--- config.mk ---
export PLATFORM = sky130hd
export DESIGN_NAME = cubic_bezier_tessellator
export DESIGN_NICKNAME = d
export VERILOG_FILES = /design/src/rtl/cbt_pkg.sv /design/src/rtl/cbt_mac.sv /design/src/rtl/cubic_bezier_tessellator.sv
export SDC_FILE = /design/constraint.sdc
export NUM_CORES = 2
export LEC_CHECK = 0
export BUFFER_PORTS_ARGS = -buffer_cell sky130_fd_sc_hd__clkbuf_2
export CELL_PAD_IN_SITES_DETAIL_PLACEMENT = 0
export CELL_PAD_IN_SITES_GLOBAL_PLACEMENT = 1
export CORE_UTILIZATION = 30
export CTS_CLUSTER_SIZE = 16
export DETAILED_ROUTE_END_ITERATION = 8
export GPL_TIMING_DRIVEN = 0
export PLACE_DENSITY = 0.53
export SYNTH_ARGS = -nofsm -noshare
export SYNTH_HDL_FRONTEND = slang
export SYNTH_SLANG_ARGS = --single-unit
export TNS_END_PERCENT = 100
--- constraint.sdc ---
create_clock -name aclk -period 16.4 [get_ports aclk]
set_input_delay 1.64 -clock aclk [delete_from_list [all_inputs] [get_ports aclk]]
set_output_delay 1.64 -clock aclk [all_outputs]
set_load 0.05 [all_outputs]
--- src/rtl/cbt_pkg.sv ---
`default_nettype none

package cbt_pkg;

    localparam int unsigned SAMPLES  = 30;
    localparam int unsigned SAMPLE_W = (SAMPLES > 1) ? $clog2(SAMPLES) : 1;
    localparam int unsigned COORD_W  = 32;
    localparam int unsigned WEIGHT_W = 17;
    localparam int unsigned PROD_W   = COORD_W + WEIGHT_W + 1;
    localparam int unsigned ACC_W    = PROD_W + 2;
    localparam int unsigned STEP_W   = 4;
    localparam int unsigned STEPS    = 8;
    localparam longint unsigned CubeDen = longint'(SAMPLES) * SAMPLES * SAMPLES;

    typedef struct packed {
        logic signed [COORD_W-1:0] point_x;
        logic signed [COORD_W-1:0] point_y;
    } point_t;

    typedef struct packed {
        logic signed [COORD_W-1:0] out_x;
        logic signed [COORD_W-1:0] out_y;
        logic                      last_of_run;
    } result_t;

    typedef struct packed {
        logic issue;
        logic acc_en;
        logic acc_first;
        logic acc_y;
    } mac_ctrl_t;

    typedef enum logic [2:0] {
        ST_IDLE,
        ST_EMIT_P0,
        ST_EMIT_P3,
        ST_MAC,
        ST_EMIT_PT
    } state_t;

    typedef logic [SAMPLES-1:0][3:0][WEIGHT_W-1:0] weight_table_t;

    // bernstein weights in q1.16, rounded to nearest
    function automatic weight_table_t make_weights();
        weight_table_t   t;
        longint unsigned a;
        longint unsigned u;
        longint unsigned num;
        t = '0;
        for (int j = 0; j < SAMPLES; j++) begin
            a = longint'(j);
            u = longint'(SAMPLES - j);
            for (int k = 0; k < 4; k++) begin
                case (k)
                    0:       num = u * u * u;
                    1:       num = 3 * a * u * u;
                    2:       num = 3 * a * a * u;
                    default: num = a * a * a;
                endcase
                t[j][k] = WEIGHT_W'((num * 65536 + CubeDen / 2) / CubeDen);
            end
        end
        return t;
    endfunction

    localparam weight_table_t WEIGHTS = make_weights();

endpackage

`default_nettype wire

--- src/rtl/cbt_mac.sv ---
`default_nettype none

module cbt_mac (
    input  wire                                  aclk,
    input  cbt_pkg::mac_ctrl_t                   ctrl,
    input  wire logic signed [cbt_pkg::COORD_W-1:0]  coord,
    input  wire logic [cbt_pkg::WEIGHT_W-1:0]    weight,
    output logic signed [cbt_pkg::COORD_W-1:0]   sum_x,
    output logic signed [cbt_pkg::COORD_W-1:0]   sum_y
);

    localparam int unsigned SH_W = cbt_pkg::ACC_W - 16;

    logic signed [cbt_pkg::PROD_W-1:0] prod_reg;
    logic signed [cbt_pkg::ACC_W-1:0]  acc_x_reg;
    logic signed [cbt_pkg::ACC_W-1:0]  acc_y_reg;
    logic signed [cbt_pkg::ACC_W-1:0]  acc_sel;
    logic signed [cbt_pkg::ACC_W-1:0]  acc_next;

    always_ff @(posedge aclk) begin
        if (ctrl.issue) begin
            prod_reg <= cbt_pkg::PROD_W'($signed({coord[cbt_pkg::COORD_W-1], coord})
                        * $signed({1'b0, weight}));
        end
        if (ctrl.acc_en && !ctrl.acc_y) begin
            acc_x_reg <= acc_next;
        end
        if (ctrl.acc_en && ctrl.acc_y) begin
            acc_y_reg <= acc_next;
        end
    end

    always_comb begin
        acc_sel  = ctrl.acc_y ? acc_y_reg : acc_x_reg;
        acc_next = ctrl.acc_first ? cbt_pkg::ACC_W'(prod_reg)
                                  : acc_sel + cbt_pkg::ACC_W'(prod_reg);
    end

    // round half up, then saturate to 32 bits
    function automatic logic signed [cbt_pkg::COORD_W-1:0] round_sat(
        input logic signed [cbt_pkg::ACC_W-1:0] acc
    );
        logic signed [cbt_pkg::ACC_W-1:0] rnd;
        logic signed [SH_W-1:0]           sh;
        logic                             ovf;
        rnd = acc + cbt_pkg::ACC_W'(32768);
        sh  = SH_W'(rnd >>> 16);
        ovf = (sh[SH_W-1:cbt_pkg::COORD_W-1] != '0)
           && (sh[SH_W-1:cbt_pkg::COORD_W-1] != '1);
        if (!ovf) begin
            return sh[cbt_pkg::COORD_W-1:0];
        end else if (sh[SH_W-1]) begin
            return {1'b1, {(cbt_pkg::COORD_W-1){1'b0}}};
        end else begin
            return {1'b0, {(cbt_pkg::COORD_W-1){1'b1}}};
        end
    endfunction

    assign sum_x = round_sat(acc_x_reg);
    assign sum_y = round_sat(acc_y_reg);

endmodule

`default_nettype wire

--- src/rtl/cubic_bezier_tessellator.sv ---
`default_nettype none

// channel   ports                         payload
// input     s_valid / s_ready / s_payload  point_x, point_y (q16.16)
// result    m_valid / m_ready / m_payload  out_x, out_y (q16.16), last_of_run
//
// a point that only gets stored is simply accepted in ST_IDLE
// a segment-completing point starts the sequencer, which emits p0, p3, then SAMPLES points:
// the one 33x18 multiplier runs eight products per sample, then each sum is emitted
// a result waits in the output register; a stall on m_ready holds the sequencer
// synchronous active-low reset clears the sequencer and the point count

module cubic_bezier_tessellator (
    input  wire                     aclk,
    input  wire                     aresetn,
    input  wire                     s_valid,
    output logic                    s_ready,
    input  wire cbt_pkg::point_t    s_payload,
    output logic                    m_valid,
    input  wire                     m_ready,
    output cbt_pkg::result_t        m_payload
);

    cbt_pkg::state_t state_reg, state_next;

    logic                                have_start_reg, have_start_next;
    logic [1:0]                          count_reg, count_next;
    cbt_pkg::point_t                     start_reg, start_next;
    cbt_pkg::point_t                     ctrl_reg [3];
    cbt_pkg::point_t                     ctrl_next [3];
    logic [cbt_pkg::SAMPLE_W-1:0]        j_reg, j_next;
    logic [cbt_pkg::STEP_W-1:0]          step_reg, step_next;
    logic                                m_valid_reg, m_valid_next;
    cbt_pkg::result_t                    m_data_reg, m_data_next;

    logic                                accept;
    logic                                out_free;
    logic                                load_out;
    logic                                last_sample;
    cbt_pkg::result_t                    out_value;
    cbt_pkg::mac_ctrl_t                  mac_ctrl;
    logic [2:0]                          idx;
    logic [2:0]                          acc_idx;
    logic signed [cbt_pkg::COORD_W-1:0]  coord;
    logic [cbt_pkg::WEIGHT_W-1:0]        weight;
    logic signed [cbt_pkg::COORD_W-1:0]  sum_x;
    logic signed [cbt_pkg::COORD_W-1:0]  sum_y;
    cbt_pkg::point_t                     pt_sel;

    assign accept      = s_valid && s_ready;
    assign out_free    = !m_valid_reg || m_ready;
    assign last_sample = (j_reg == cbt_pkg::SAMPLE_W'(cbt_pkg::SAMPLES - 1));
    assign idx         = step_reg[2:0];
    assign acc_idx     = idx - 3'd1;

    // next state
    always_comb begin
        state_next = state_reg;
        case (state_reg)
            cbt_pkg::ST_IDLE: begin
                if (accept && have_start_reg && count_reg[1]) begin
                    state_next = cbt_pkg::ST_EMIT_P0;
                end
            end
            cbt_pkg::ST_EMIT_P0: begin
                if (out_free) begin
                    state_next = cbt_pkg::ST_EMIT_P3;
                end
            end
            cbt_pkg::ST_EMIT_P3: begin
                if (out_free) begin
                    state_next = cbt_pkg::ST_MAC;
                end
            end
            cbt_pkg::ST_MAC: begin
                if (step_reg == cbt_pkg::STEP_W'(cbt_pkg::STEPS)) begin
                    state_next = cbt_pkg::ST_EMIT_PT;
                end
            end
            cbt_pkg::ST_EMIT_PT: begin
                if (out_free) begin
                    state_next = last_sample ? cbt_pkg::ST_IDLE : cbt_pkg::ST_MAC;
                end
            end
            default: state_next = cbt_pkg::ST_IDLE;
        endcase
    end

    // outputs of the sequencer
    always_comb begin
        s_ready   = 1'b0;
        load_out  = 1'b0;
        out_value = '0;
        mac_ctrl  = '0;
        case (state_reg)
            cbt_pkg::ST_IDLE: begin
                s_ready = 1'b1;
            end
            cbt_pkg::ST_EMIT_P0: begin
                load_out  = out_free;
                out_value = '{out_x: start_reg.point_x, out_y: start_reg.point_y,
                              last_of_run: 1'b0};
            end
            cbt_pkg::ST_EMIT_P3: begin
                load_out  = out_free;
                out_value = '{out_x: ctrl_reg[2].point_x, out_y: ctrl_reg[2].point_y,
                              last_of_run: 1'b0};
            end
            cbt_pkg::ST_MAC: begin
                mac_ctrl.issue     = !step_reg[3];
                mac_ctrl.acc_en    = (step_reg != '0);
                mac_ctrl.acc_first = (acc_idx[1:0] == 2'd0);
                mac_ctrl.acc_y     = acc_idx[2];
            end
            cbt_pkg::ST_EMIT_PT: begin
                load_out  = out_free;
                out_value = '{out_x: sum_x, out_y: sum_y, last_of_run: last_sample};
            end
            default: begin
                s_ready = 1'b0;
            end
        endcase
    end

    // operand select for the shared multiplier
    always_comb begin
        case (idx[1:0])
            2'd0:    pt_sel = start_reg;
            2'd1:    pt_sel = ctrl_reg[0];
            2'd2:    pt_sel = ctrl_reg[1];
            default: pt_sel = ctrl_reg[2];
        endcase
        coord  = idx[2] ? pt_sel.point_y : pt_sel.point_x;
        weight = cbt_pkg::WEIGHTS[j_reg][idx[1:0]];
    end

    // datapath next values
    always_comb begin
        have_start_next = have_start_reg;
        count_next      = count_reg;
        start_next      = start_reg;
        ctrl_next       = ctrl_reg;
        j_next          = j_reg;
        step_next       = '0;
        m_data_next     = m_data_reg;
        m_valid_next    = m_valid_reg && !m_ready;

        if (load_out) begin
            m_data_next  = out_value;
            m_valid_next = 1'b1;
        end

        if (accept) begin
            if (!have_start_reg) begin
                start_next      = s_payload;
                have_start_next = 1'b1;
            end else if (!count_reg[1]) begin
                ctrl_next[{1'b0, count_reg[0]}] = s_payload;
                count_next                      = count_reg + 2'd1;
            end else begin
                ctrl_next[2] = s_payload;
            end
        end

        if (state_reg == cbt_pkg::ST_EMIT_P3) begin
            j_next = '0;
        end

        if (state_reg == cbt_pkg::ST_MAC && step_reg != cbt_pkg::STEP_W'(cbt_pkg::STEPS)) begin
            step_next = step_reg + cbt_pkg::STEP_W'(1);
        end

        if (state_reg == cbt_pkg::ST_EMIT_PT && out_free) begin
            j_next = j_reg + cbt_pkg::SAMPLE_W'(1);
            if (last_sample) begin
                start_next = ctrl_reg[2];
                count_next = 2'd0;
            end
        end
    end

    always_ff @(posedge aclk) begin
        if (!aresetn) begin
            state_reg      <= cbt_pkg::ST_IDLE;
            have_start_reg <= 1'b0;
            count_reg      <= 2'd0;
            step_reg       <= '0;
            m_valid_reg    <= 1'b0;
        end else begin
            state_reg      <= state_next;
            have_start_reg <= have_start_next;
            count_reg      <= count_next;
            step_reg       <= step_next;
            m_valid_reg    <= m_valid_next;
        end
        start_reg  <= start_next;
        ctrl_reg   <= ctrl_next;
        j_reg      <= j_next;
        m_data_reg <= m_data_next;
    end

    cbt_mac u_mac (
        .aclk   (aclk),
        .ctrl   (mac_ctrl),
        .coord  (coord),
        .weight (weight),
        .sum_x  (sum_x),
        .sum_y  (sum_y)
    );

    assign m_valid   = m_valid_reg;
    assign m_payload = m_data_reg;

endmodule

`default_nettype wire

Yosys cells after proc, flatten, opt, wreduce, memory -nomap -nowiden:

Memories as Yosys holds them, arrays and structs flattened. A register that Yosys moved wholly into a read port is not among the register bits.
Cells that the tools add are included.

* register bits after elaboration: 491
* word-level logic and storage cells: 118
* bits in read-only memories: 2176
* memories: 1
* bits of input ports: 68
* output and inout bits: 67

Memory list
* (no name shown): depth 32, bits a word 68, rd ports 1, clocked after Yosys merged registers in 1, wr ports 0, line cubic_bezier_tessellator.sv:134 `weight = cbt_pkg::WEIGHTS[j_reg][idx[1:0]];`

* $mul: 1
* equality and inequality tests: 16
* bitwise logic cells: 2
* magnitude comparators: 4
* add/sub/neg operators: 7
* reductions and logical operators: 28
* muxes and demuxes: 39

Operators by type and width (number)
* 2-to-1 mux 64 bit: 6
* case mux 65 bit (3 select lines): 1
* bitwise mux 192 bit: 1
* case mux 64 bit (3 select lines): 1
* 2-to-1 mux 32 bit: 5
* demux 64 bit (select 2 bit): 1
* adder 52 x 17 -> 52 bit (second input constant): 2
* 2-to-1 mux 52 bit: 2
* 2-to-1 mux 68 bit: 1
* adder 52 x 50 -> 52 bit: 1
* multiplier 32 x 18 -> 50 bit: 1
* binary-select mux 17 bit (select 2 bit): 1
* 2-to-1 mux 17 bit: 1
* 2-to-1 mux 3 bit: 5
* 2-to-1 mux 5 bit: 3
* case mux 3 bit (5 select lines): 1
* 2-to-1 mux 2 bit: 6
* logical AND 1 bit: 11
* inequality test 2 bit (second input constant): 5
* inequality test 5 bit (second input constant): 2
* nonzero test 5 bit: 2
* == test 3 x 2 -> 1 bit (second input constant): 2
* less-than comparator 5 x 6 -> 1 bit (second input constant): 1
* adder 5 x 1 -> 5 bit (second input constant): 1
* 27 further kinds: 34

Depth between registers and ports, before layout:

* depth in word-level cells: 7
* mapped depth: 35
* depth with buffers taken out: 30

Modules after synthesis:

Synthesis repeated with hierarchy kept, for this count alone.

* cell total of the unflattened synthesis: 4798
* area total of the unflattened synthesis: 47964.8 µm²

By module, submodules not included
* cbt_mac: times used 1, area an instance 29607.1 µm², cells an instance 3206, sequential area each 4624.4 µm²
* cubic_bezier_tessellator: times used 1, area an instance 18357.6 µm², cells an instance 1592, sequential area each 10630.2 µm²

Worst setup path after synthesis:

Ideal clock, no wire load.

* path kind: register to register
* start: reg step_reg[0] (netlist bit)
* end: reg u_mac.prod_reg[37] (netlist bit) (data pin)
* setup time: 0.262 ns
* cell stages (with the launch flop): 34
* arrival: 8.214 ns
* path buffers: 5
* slack: 7.924 ns
* required time: 16.138 ns
* period minus slack after synthesis: 8.476 ns
* cell sequence: dfxtp_1 -> buf_1 -> inv_1 -> ha_1 -> clkbuf_1 -> clkbuf_1 -> buf_1 -> a222oi_1 -> nand2_1 -> o211a_1 -> a21oi_1 -> nor2_1 -> fa_1 -> inv_1 -> fa_1 -> fa_1 -> inv_1 -> fa_1 -> fa_1 -> inv_1 -> fa_1 -> inv_1 -> ha_1 -> buf_6 -> a21o_1 -> a21o_1 -> a21o_1 -> a2111o_1 -> o211a_1 -> a311o_1 -> a21oi_2 -> o31a_2 -> o21ai_1 -> xor2_1

* cells in the longest elaborated chain, start to end: 4
* elaborated cells between the ends (all ways): 8
* classes of those cells: 1 x mul; 2 x eq/ne; 4 x mux; 1 x reduce/logical

Ends and longest elaborated chain
* start, declared: line cubic_bezier_tessellator.sv:32 `logic [cbt_pkg::STEP_W-1:0] step_reg, step_next;`
* start signal, assigned: line cubic_bezier_tessellator.sv:193 `step_reg <= step_next;`
* == test 2 bit, or another cell as far along: line cubic_bezier_tessellator.sv:127 `case (idx[1:0])`
* case mux 64 bit (3 select lines): line cubic_bezier_tessellator.sv:127
* 2-to-1 mux 32 bit: line cubic_bezier_tessellator.sv:133 `coord = idx[2] ? pt_sel.point_y : pt_sel.point_x;`
* multiplier 32 x 18 -> 50 bit *: line cbt_mac.sv:23 `* $signed({1'b0, weight}));`
* end signal, assigned: line cbt_mac.sv:22 `prod_reg <= cbt_pkg::PROD_W'($signed({coord[cbt_pkg::COORD_W-1], coord})`
* end, declared: line cbt_mac.sv:14 `logic signed [cbt_pkg::PROD_W-1:0] prod_reg;`

Mark *: on every way between the ends. The rest lies on a longest branch, timed or not. The select of a mux whose other input is x is not followed.
A chain may end at the register's enable or synchronous reset.

Final worst setup path:

* start: reg step_reg[1] (netlist bit)
* end: reg u_mac.prod_reg[47] (netlist bit) (data pin)

The elaborated chain is that of the path after synthesis.

==> summary.md <==
| Metric | Value |
|---|---|
| Clock Tree Buf Depth | 3 |
| Root buffer cell | clkbuf_16 |
| Req. time, crit path | 16.75 ns |
| Largest net degree at the start of global routing | 43 |
| Initial Utilization | 0.303 |
| DPL Wire Length | about 150,000 um |
| Status | complete, but fails checks |
| DRT antenna net count | 0 |
| Post-CTS setup buffers | 0 |
| FP Rows | 145 |
| Fin crit share | 0.785 |
| Detail-routed net length per standard cell | ~27 um |
| Drt via density | 5.21 |
| Max Clk Rate | 0.0776 GHz |
| Average cell area after synthesis | 9.76 um^2 |
| I/O pin count | 135 |
| Relative slew slack | -0.0201 |
| CTS buffer count | 68 |
| Core Area | roughly 0.16 mm^2 |
| CP Buf/Inv Count | 10 |
| Grt ovf | 0 |
| Vias in the first global route | ~38,000 |
| CP max stage delay | approximately 0.81 ns |
| Worst-path fanout max | 12 |
| CP delay by family, top | buffers and inverters |
| Final setup fails | 0 |
| Critical path type | flop to flop |
| Die ar. | approximately 0.16 mm^2 |
| Syn Inst Count | 4,871 |
| Cts repair resizes | 0 |
| Layout fillers | ~16,000 |
| Synthesized flop and latch total | ~550 |
| First-pass GRT wire length | around 280,000 um |
| Max_cap viols | 2 |
| Clock sink count | about 550 |
| Post-route DRC | 0 |
| Critical Path Sink Type | flop |
| RSZ-0062 raised after global routing | no |
| Layout Skew | between 0.05 and 0.06 ns |
| Chip Height | about 400 um |
| Slowest CP cell | nor4_1 |
| Fin Hold WS | around 0.50 ns |
| DR iter-0 viols | 3,459 |
| DRT Pass-1 Iters | 9 |
| Die W | around 400 um |
| Worst setup SP type | flop |
| Synthesized area | around 0.048 mm^2 |
| Minimum clock period | between 10 and 15 ns |
| Failing checks | capacitance limit, slew limit |
| Hold Crit Class | flop to flop |
| Share of cells above drive strength 1 | 0.0821 |
| Core Util, Final | 0.342 |
| Setup WS post-layout | 3.52 ns |
| Antenna violations before repair | 19 |
| Worst-Skew Late Latency | roughly 0.70 ns |
| Hold Vio Cnt, Final | 0 |
| Worst path most repeated cell | fa_1 |
| IO Port Bufs | 134 |
| WP data arrival | around 13 ns |
| Most used DFF post-synth | edfxtp_1 |
| Register area share after synthesis | 0.321 |
| Pre-CTS WS | 3.93 ns |
| Count of cell types in the netlist | slightly below 90 |
| Routed vias | roughly 38,000 |
| Final Wtd Congestion | just over 0.9 |
| Reg clk slew, reported paths | 0.07 ns |
| Gr usage total | 0.242 |
| Post-synth EDFFs | 416 |
| Setup TNS | 0 ns |
| TritonCTS clock tree | done |
| Routed wire length | between 150,000 and 200,000 um |
| Hold-fix buffers at CTS | 0 |
| Layout area overhead | 12.7% |
| Synth async-reset ratio | 0 |
| Final max-slew violation count | 18 |
| Worst slew pin tran | between 1.5 and 2 ns |
| Synth warn | 0 |
| Fin nets | around 6,000 |
| CTS H-tree depth | 3 |
| Syn_nets | about 5,700 |
cell usage after synthesis, types with 35 or more instances:
cell,n,area [um^2]
xor2_1,75,657
clkbuf_1,219,822
a21oi_1,219,1100
nor2b_1,58,363
fa_1,522,10500
a21o_1,83,623
ha_1,194,2430
inv_1,692,2600
xnor2_1,92,806
nor2_1,493,1850
nand3_1,59,295
edfxtp_1,416,12500
mux2_2,62,698
a22oi_1,66,495
a31oi_1,35,219
nand2b_1,76,475
dfxtp_1,138,2760
and2_1,79,494
o21ai_0,244,1220
nand2_1,459,1720
a222oi_1,67,671
mux2i_1,81,811
routing by layer:
layer,global-route usage,wire (um),vias up
li1,-,-,16731
met2,0.407,91900,1272
met4,0.0678,5590,14
met5,0,86,-
met1,0.328,84300,19280
met3,0.0259,10600,231
per-stage QoR:
stage / area (um^2) / std cells
final: 53600 / 7203
after global routing: 53600 / 7201
after CTS: 53600 / 7201
after detailed placement: 51100 / 7076
after global placement: 50800 / 7063
after floorplan: 47500 / 4871
path summary, 6_finish.rpt:
kind / cells after the start / from / slack (ns) / end
max: 31 / step_reg[1]$_SDFF_PN0_ / 3.52 / u_mac.prod_reg[47]$_DFFE_PP_
min: 2 / ctrl_reg[18]$_DFFE_PP_ / 0.50 / start_reg[18]$_DFF_P_
max reg2reg: 31 / step_reg[1]$_SDFF_PN0_ / 3.52 / u_mac.prod_reg[47]$_DFFE_PP_
min reg2reg: 2 / ctrl_reg[18]$_DFFE_PP_ / 0.50 / start_reg[18]$_DFF_P_
cell families (layout without fill, tap and decap cells):
family                   after synthesis  after routing  synth area share
adder cells (fa/ha/maj)              716            716             0.271
buffers and inverters                971           1243            0.0783
XOR/XNOR                             167            167            0.0308
AO/OA/AOI/OAI                        937            937             0.130
flip-flops                           554            554             0.321
multiplexers                         161            161            0.0403
AND/OR/NAND/NOR                     1365           1365             0.129
other                                  0              2                 0
cell usage in the layout (no fill, tap or decap), types with 35 or more instances in the layout:
cell type / Yosys / layout
xnor2_1: 92 / 92
clkbuf_16: 0 / 69
mux2i_1: 81 / 81
nand2_1: 459 / 459
nor2b_1: 58 / 58
a21o_1: 83 / 83
fa_1: 522 / 522
a22oi_1: 66 / 66
xor2_1: 75 / 75
inv_1: 692 / 692
nor2_1: 493 / 491
a21oi_1: 219 / 217
nand2b_1: 76 / 76
ha_1: 194 / 194
o21ai_0: 244 / 244
a222oi_1: 67 / 67
nand3_1: 59 / 59
clkbuf_2: 0 / 134
edfxtp_1: 416 / 416
and2_1: 79 / 78
clkbuf_1: 219 / 231
mux2_2: 62 / 62
dfxtp_1: 138 / 138
a31oi_1: 35 / 35
final cells by class:
type                       instances  area (um^2)  share of cell area
multi-input combinational       3346        28600               0.534
sequential                       554        15300               0.285
inverter                         694         2610              0.0486
tap                             2058         2570              0.0481
clock buffer                      82         1790              0.0333
buffer                           277         1120              0.0209
timing repair buffer             147          906              0.0169
clock inverter                    43          706              0.0132
antenna                            2         5.00           0.0000934
worst register-to-register path: cells and delay by family, from the launching register on:
family / cells / cell delay, ns
flip-flops: 1 / 0.40
AO/OA/AOI/OAI: 7 / 2.03
XOR/XNOR: 1 / 0.66
adder cells (fa/ha/maj): 8 / 3.79
buffers and inverters: 10 / 3.87
AND/OR/NAND/NOR: 5 / 1.79
Power is not shown: default switching activity piles up to over one toggle a cycle in this logic, so the estimate is an artifact.
